[src/rtl/rht_pkg.sv]
// ----------------------------------------------------------------------------
// rht_pkg
// Shared types, sizes and codes for the reference-counted handle table.
// ----------------------------------------------------------------------------
package rht_pkg;

    localparam int unsigned DEPTH = 128;
    localparam int unsigned AW    = $clog2(DEPTH);      // entry index width
    localparam int unsigned CW    = $clog2(DEPTH + 1);  // occupancy width

    localparam int unsigned IN_W  = 88;  // 82 payload bits, byte padded
    localparam int unsigned OUT_W = 56;

    // commands
    localparam logic [2:0] CMD_ACQ  = 3'd0;
    localparam logic [2:0] CMD_REL  = 3'd1;
    localparam logic [2:0] CMD_RBND = 3'd2;
    localparam logic [2:0] CMD_ANON = 3'd3;
    localparam logic [2:0] CMD_QRY  = 3'd4;

    // result status codes
    localparam logic [3:0] ST_HIT      = 4'd0;
    localparam logic [3:0] ST_INSERTED = 4'd1;
    localparam logic [3:0] ST_FULL     = 4'd2;
    localparam logic [3:0] ST_FREED    = 4'd3;
    localparam logic [3:0] ST_DECR     = 4'd4;
    localparam logic [3:0] ST_NOTFOUND = 4'd5;
    localparam logic [3:0] ST_NULL     = 4'd6;
    localparam logic [3:0] ST_REBOUND  = 4'd7;
    localparam logic [3:0] ST_IGNORED  = 4'd8;
    localparam logic [3:0] ST_COUNT    = 4'd9;

    // entry write selects
    localparam logic [2:0] WR_NONE   = 3'd0;
    localparam logic [2:0] WR_BUMP   = 3'd1;
    localparam logic [2:0] WR_DEC    = 3'd2;
    localparam logic [2:0] WR_REBIND = 3'd3;
    localparam logic [2:0] WR_APPEND = 3'd4;
    localparam logic [2:0] WR_MOVE   = 3'd5;

    localparam logic [15:0] ANON_ID   = 16'hFFFF;
    localparam logic [7:0]  SLOT_NONE = 8'(DEPTH);

    typedef struct packed {
        logic [15:0] obj_id;
        logic [31:0] handle;
        logic [7:0]  refs;
    } t_entry;

    localparam int unsigned EW = $bits(t_entry);

    // controller -> datapath
    typedef struct packed {
        logic       load;
        logic       scan_init;
        logic       scan_step;
        logic       rd_last;
        logic [2:0] wr_sel;
        logic       res_we;
        logic [3:0] res_st;
    } t_ctl;

    // datapath -> controller
    typedef struct packed {
        logic [2:0] cmd;
        logic       h_null;
        logic       rebind_bad;
        logic       hit;
        logic       miss;
        logic       refs_le1;
        logic       full;
        logic       out_free;
    } t_sts;

endpackage

[src/rtl/rht_ctrl.sv]
// ----------------------------------------------------------------------------
// rht_ctrl
// Command sequencer: decode, scan, entry update and result handoff.
// ----------------------------------------------------------------------------
module rht_ctrl (
    input  logic          i_clk,
    input  logic          i_rst_n,
    input  logic          i_in_valid,
    output logic          o_in_ready,
    input  rht_pkg::t_sts i_sts,
    output rht_pkg::t_ctl o_ctl
);
    import rht_pkg::*;

    localparam logic [3:0] S_IDLE = 4'd0;
    localparam logic [3:0] S_DISP = 4'd1;
    localparam logic [3:0] S_SCAN = 4'd2;
    localparam logic [3:0] S_ACT  = 4'd3;
    localparam logic [3:0] S_MISS = 4'd4;
    localparam logic [3:0] S_APP  = 4'd5;
    localparam logic [3:0] S_FRD  = 4'd6;
    localparam logic [3:0] S_FWR  = 4'd7;
    localparam logic [3:0] S_RESP = 4'd8;

    logic [3:0] r_state, n_state;
    logic [3:0] r_st, n_st;

    always_comb begin
        n_state = r_state;
        n_st    = r_st;
        o_ctl   = '0;
        o_ctl.wr_sel = WR_NONE;
        o_ctl.res_st = r_st;
        o_in_ready = 1'b0;
        unique case (r_state)
            S_IDLE: begin
                o_in_ready = 1'b1;
                if (i_in_valid) begin
                    o_ctl.load = 1'b1;
                    n_state = S_DISP;
                end
            end
            S_DISP: begin
                o_ctl.scan_init = 1'b1;
                priority case (i_sts.cmd)
                    CMD_ACQ, CMD_QRY: n_state = S_SCAN;
                    CMD_REL: begin
                        if (i_sts.h_null) begin
                            n_st = ST_NULL;
                            n_state = S_RESP;
                        end else begin
                            n_state = S_SCAN;
                        end
                    end
                    CMD_RBND: begin
                        if (i_sts.rebind_bad) begin
                            n_st = ST_IGNORED;
                            n_state = S_RESP;
                        end else begin
                            n_state = S_SCAN;
                        end
                    end
                    CMD_ANON: n_state = S_APP;
                    default: begin
                        n_st = ST_IGNORED;
                        n_state = S_RESP;
                    end
                endcase
            end
            S_SCAN: begin
                o_ctl.scan_step = 1'b1;
                if (i_sts.hit) begin
                    n_state = S_ACT;
                end else if (i_sts.miss) begin
                    n_state = S_MISS;
                end
            end
            S_ACT: begin
                n_state = S_RESP;
                priority case (i_sts.cmd)
                    CMD_ACQ: begin
                        o_ctl.wr_sel = WR_BUMP;
                        n_st = ST_HIT;
                    end
                    CMD_REL: begin
                        if (i_sts.refs_le1) begin
                            n_state = S_FRD;
                        end else begin
                            o_ctl.wr_sel = WR_DEC;
                            n_st = ST_DECR;
                        end
                    end
                    CMD_RBND: begin
                        o_ctl.wr_sel = WR_REBIND;
                        n_st = ST_REBOUND;
                    end
                    default: n_st = ST_COUNT;
                endcase
            end
            S_MISS: begin
                n_state = S_RESP;
                priority case (i_sts.cmd)
                    CMD_ACQ: n_state = S_APP;
                    CMD_QRY: n_st = ST_COUNT;
                    default: n_st = ST_NOTFOUND;
                endcase
            end
            S_APP: begin
                n_state = S_RESP;
                if (i_sts.full) begin
                    n_st = ST_FULL;
                end else begin
                    o_ctl.wr_sel = WR_APPEND;
                    n_st = ST_INSERTED;
                end
            end
            S_FRD: begin
                o_ctl.rd_last = 1'b1;
                n_state = S_FWR;
            end
            S_FWR: begin
                o_ctl.wr_sel = WR_MOVE;
                n_st = ST_FREED;
                n_state = S_RESP;
            end
            S_RESP: begin
                if (i_sts.out_free) begin
                    o_ctl.res_we = 1'b1;
                    n_state = S_IDLE;
                end
            end
            default: n_state = S_IDLE;
        endcase
    end

    always_ff @(posedge i_clk) begin
        if (!i_rst_n) begin
            r_state <= S_IDLE;
            r_st    <= ST_IGNORED;
        end else begin
            r_state <= n_state;
            r_st    <= n_st;
        end
    end

endmodule

[config.mk]
export PLATFORM = sky130hd
export DESIGN_NAME = rht_ctrl
export DESIGN_NICKNAME = d
export VERILOG_FILES = /design/src/rtl/rht_pkg.sv /design/src/rtl/rht_ctrl.sv
export SDC_FILE = /design/constraint.sdc
export NUM_CORES = 1
export LEC_CHECK = 0
export BUFFER_PORTS_ARGS = -buffer_cell sky130_fd_sc_hd__clkbuf_2
export CORE_MARGIN = 5
export CORE_UTILIZATION = 40
export DETAILED_ROUTE_END_ITERATION = 12
export PLACE_DENSITY_LB_ADDON = 0.15
export SLEW_MARGIN = 10
export SYNTH_ARGS = -nofsm -noshare
export SYNTH_HDL_FRONTEND = slang
export SYNTH_SLANG_ARGS = --single-unit
[constraint.sdc]
create_clock -name i_clk -period 2.1 [get_ports i_clk]
set_input_delay 0.42 -clock i_clk [delete_from_list [all_inputs] [get_ports i_clk]]
set_output_delay 0.42 -clock i_clk [all_outputs]
set_load 0.02 [all_outputs]
== After elaboration in Yosys (flattened, before gate mapping) ==
Cells that the tools add are included.

* $add $sub $neg: 0
* Multiply operators: 0
* Div/mod/pow operators: 0
* Magnitude comparators: 0
* Eq/ne operators: 20
* Shifts and indexed selects: 0
* Muxes and demuxes: 31
* Bitwise logic cells: 0
* Reduce and logical (&&, ||, !) cells: 8

{| class="wikitable"
|+ Operator list
! cell !! number
|-
| $mux W4 || 12
|-
| $pmux W4 S8 || 1
|-
| $pmux W4 S3 || 2
|-
| $pmux W4 S5 || 1
|-
| $eq A4 B3 Y1 const B || 4
|-
| $pmux W4 S4 || 1
|-
| $ne A3 B3 Y1 const B || 4
|-
| $pmux W3 S3 || 1
|-
| $eq A4 B2 Y1 const B || 2
|-
| $mux W1 || 8
|-
| $ne A2 B2 Y1 const B || 4
|-
| $pmux W4 S2 || 1
|-
| $eq A3 B2 Y1 const B || 2
|-
| $pmux W2 S3 || 1
|-
| $reduce_and A6 Y1 || 1
|-
| $reduce_bool A5 Y1 || 1
|-
| $eq A4 B1 Y1 const B || 1
|-
| $eq A4 B4 Y1 const B || 1
|-
| $logic_not A4 Y1 || 1
|-
| $mux W2 || 2
|-
| $reduce_or A2 Y1 || 2
|-
| $eq A3 B1 Y1 const B || 1
|-
| $eq A3 B3 Y1 const B || 1
|-
| $logic_not A3 Y1 || 1
|-
| 3 further kinds || 3
|}

* Register bits after elaboration: 8
* Bits in latches: 0
* RAM bits: 0
* ROM bits: 0
* Memories: 0

== Depth between registers and ports, before layout ==
* Depth after elaboration: 4
* Depth in mapped cells: 6
* Gate-level depth less buffers: 5

== Least setup slack after synthesis ==
Ideal clock, no wire load.

* Path type: register -> output
* Start point: register r_state[3]
* End point: output port o_ctl[11] in the netlist's numbering
* Data arrival time: 1.614 ns
* Required time: 1.680 ns
* Slack: 0.066 ns
* Cell stages (with the launch flop): 4
* Buffers on the path: 1
* Path through: dfxtp_1 > clkbuf_1 > nor4_1 > and2_1

{| class="wikitable"
|+ RTL lines
! item !! line !! RTL
|-
| start, declared || rht_ctrl.sv:25 || <nowiki>logic [3:0] r_state, n_state;</nowiki>
|-
| start signal, assigned || rht_ctrl.sv:141 || <nowiki>r_state <= n_state;</nowiki>
|-
| end, declared || rht_ctrl.sv:11 || <nowiki>output rht_pkg::t_ctl o_ctl</nowiki>
|}

== Worst setup path after layout ==
* Start point: register r_state[2]
* End point: register r_st[3]

* Cells in the longest elaborated chain, start to end: 3
* Elaborated cells on any way between the ends: 13

{| class="wikitable"
|+ RTL lines
! item !! line !! RTL
|-
| $eq A4 B1 Y1, or another cell as far along || rht_ctrl.sv:35 || <nowiki>unique case (r_state)</nowiki>
|-
| $ne A3 B3 Y1 (no source line), or another cell as far along || -- ||
|-
| $reduce_and A6 Y1 (no source line) || -- ||
|-
| end signal, assigned || rht_ctrl.sv:142 || <nowiki>r_st <= n_st;</nowiki>
|-
| end, declared || rht_ctrl.sv:26 || <nowiki>logic [3:0] r_st, n_st;</nowiki>
|}

Parallel ways exist; a longest one is shown, timed or not.
A chain may end at the register's enable or synchronous reset.

==> impl_results.md <==
* Hold_buf cts at 0
* Max incr delay on CP at 510 ps
* Hpwl dp at approximately 1400 um
* Crit path depth at 5
* Pin count of the biggest net entering global routing at 15
* Storage cell area at between 150 and 200 um2
* DR vias/cell at about 5.8
* Post-layout min period at roughly 2000 ps
* Crit-path leading delay family: simple AND/OR/NAND/NOR gates
* CP Capture Type: register
* Worst-Margin Slew at around 360 ps
* 1st-iter DRT viols at 17
* Die Width at between 50 and 60 um
* Unique masters post-synth at 39
* # clock sinks at 8
* Share of layout cells above drive strength 1 at 0.373
* Drt pass-1 iters at 4
* Seq pwr share at 0.368
* Most frequent cells in the layout: clkbuf_2, nor2_1, buf_4, dfxtp_1
* Clk_lat worst skew at 250 ps
* Vias in the first global route at 714
* Row count at 15
* RSZ-0062 raised after global routing: no
* GRT overflow at 0
* Final wirelength at roughly 1800 um
* Most common cell after layout, fill and taps aside: clkbuf_2
* # fillers at around 190
* PortBufs at 25
* Clock transition at the registers of the reported paths at roughly 50 ps
* Crit share post-route at 0.928
* Hold slack at 342 ps
* I/O pin total at 26
* Synth Area per Inst at between 7 and 8 um2
* Post-route ant nets at 0
* Synth async-reset ratio at 0
* DR vias at approximately 780
* Clk buf depth at 2
* Global-route wire length before repair at ~3100 um
* Routed length per placed instance at ~13 um
* CTS tree: done
* Sw Share at 0.364
* CTS Root Cell: clkbuf_4
* Num CTS Buffers at 3
* Synth Cell Area at roughly 700 um2
* Post-CTS resize count at 0
* Max frequency at between 500 and 600 MHz
* Min-Delay Path Class: primary input to register
* Crit path buffers/inverters at 0
* GPL Wtd Cong at 0.799
* H-tree levels at 1
* Startpoint types: register
* Core area at around 1700 um2
* Int Pwr at approximately 0.32 mW
* Worst Path Required at around 2200 ps
* Peak supply drop at about 360 uV
* Fin Setup TNS at 0 ps
* Initial antenna violation count at 0
* Slew HR at 0.757
* Syn Inst Count at 90
* Final net count at ~130
* Max Cap Viol at 0
* Clock skew at about 3.2 ps
* Synth warn at 0
* Critical Path Fanout Max at 11
* Post-synthesis net count at between 100 and 150
* Area of the multi-input gates at 480 um2
* Hold Path Cell Cnt at 2
* Primary FF master, synth: dfxtp_1
* R2R depth at 5
* Die area at between 2000 and 3000 um2
* Leakage Power at 0.405 nW
* Syn-to-layout area delta at 25.6%
* Vert. Die Dim at a little over 50 um
* Max-slew violations at 0
* CP max stage cell: dfxtp_1
* Kind of critical path: register to register
* Worst-path cell chain: or4b_4, a211oi_2, a2111o_2, mux2i_1, nand2_1
* P per Cell Area at 572 nW/um2
* #FFs+latches synth at 8
* # setup viols final at 0
* Comb power frac at 0.403
* All-Layer GR Usage at 0.155
* DRC violations left at 0
* Antenna Cells at 0
* Post-synth EDFFs at 0
* Clock network fraction of design power at 0.229
* Post-synthesis sequential area ratio at 0.229
* Starting Density at 0.414
* Final hold vios at 0
* Post-CTS Setup Bufs at 0
* CP arrival at roughly 2100 ps
* Switch Pwr at about 0.18 mW
* Status: complete, no violations
-- area by class of cell --
class                   instances  share of cell area
well taps                      17              0.0242
inverters                       4              0.0171
flip-flops and latches          8               0.184
repair buffers                 32               0.202
multi-input cells              71               0.547
clock buffers                   3              0.0256
-- state kept, by name, summed over array words and instances, names as in the netlist --
name	cells
r_state	4
r_st	4
-- kinds of logic (layout without fill, tap and decap cells) --
family                 Yosys count  in the layout  share of synthesized area
DFF                              8              8                      0.229
muxes                            2              2                     0.0286
buffers and inverters           11             39                     0.0841
AOI/OAI and AO/OA               23             23                      0.263
and+or+nand+nor                 46             46                      0.395
-- power by group through the flow --
stage,Combinational [mW],Sequential [mW],Clock [mW]
floorplan,0.135,0.190,0
global placement,0.202,0.187,0
detailed placement,0.203,0.187,0
CTS,0.204,0.184,0.120
global route,0.224,0.187,0.129
finish,0.202,0.185,0.115
-- cells in the mapped netlist, types with 2 or more instances --
cell / number / area (um2)
a21oi_1: 6 / 30.0
and2b_1: 2 / 15.0
and3_1: 3 / 18.8
buf_2: 2 / 10.0
buf_4: 2 / 15.0
clkbuf_1: 2 / 7.51
dfxtp_1: 8 / 160
inv_1: 4 / 15.0
mux2i_1: 2 / 20.0
nand2_1: 5 / 18.8
nand2b_1: 5 / 31.3
nand3b_1: 2 / 15.0
nor2_1: 7 / 26.3
nor2b_1: 3 / 18.8
nor3_1: 6 / 30.0
nor3_2: 2 / 20.0
nor4_1: 5 / 31.3
o21ai_0: 2 / 10.0
o22ai_1: 2 / 12.5
-- stage by stage --
| step | total power [mW] | worst slack, ps | utilization | cells | area [um2] |
|---|---|---|---|---|---|
| 3_3_place_gp | 0.389 | 136 | 0.506 | 132 | 855 |
| 4_1_cts | 0.508 | 29.0 | 0.519 | 135 | 877 |
| 2_1_floorplan | 0.325 | 66.4 | - | 90 | 699 |
| 6_report | 0.502 | 151 | 0.520 | 135 | 878 |
| 3_5_place_dp | 0.390 | 81.6 | 0.506 | 132 | 855 |
| 5_1_grt | 0.540 | 13.4 | 0.520 | 135 | 878 |
-- path summary, 6_finish.rpt --
check | end | start | slack, ps
max | r_st[3] | r_state[2] | 150
min | r_st[3] | i_rst_n | 340
max reg2reg | r_st[3] | r_state[2] | 150
min reg2reg | r_st[3] | r_st[3] | 480
-- layer usage --
layer | GRT usage | routed length [um] | part of all wire | vias to the layer above
met5 | 0 | 0 | 0 | -
met4 | 0.0393 | 0 | 0 | 0
met3 | 0.0516 | 102 | 0.057 | 0
met2 | 0.258 | 905 | 0.51 | 19
met1 | 0.190 | 773 | 0.43 | 360
li1 | - | - | - | 399
No activity file was read; power rests on OpenSTA's default activity.
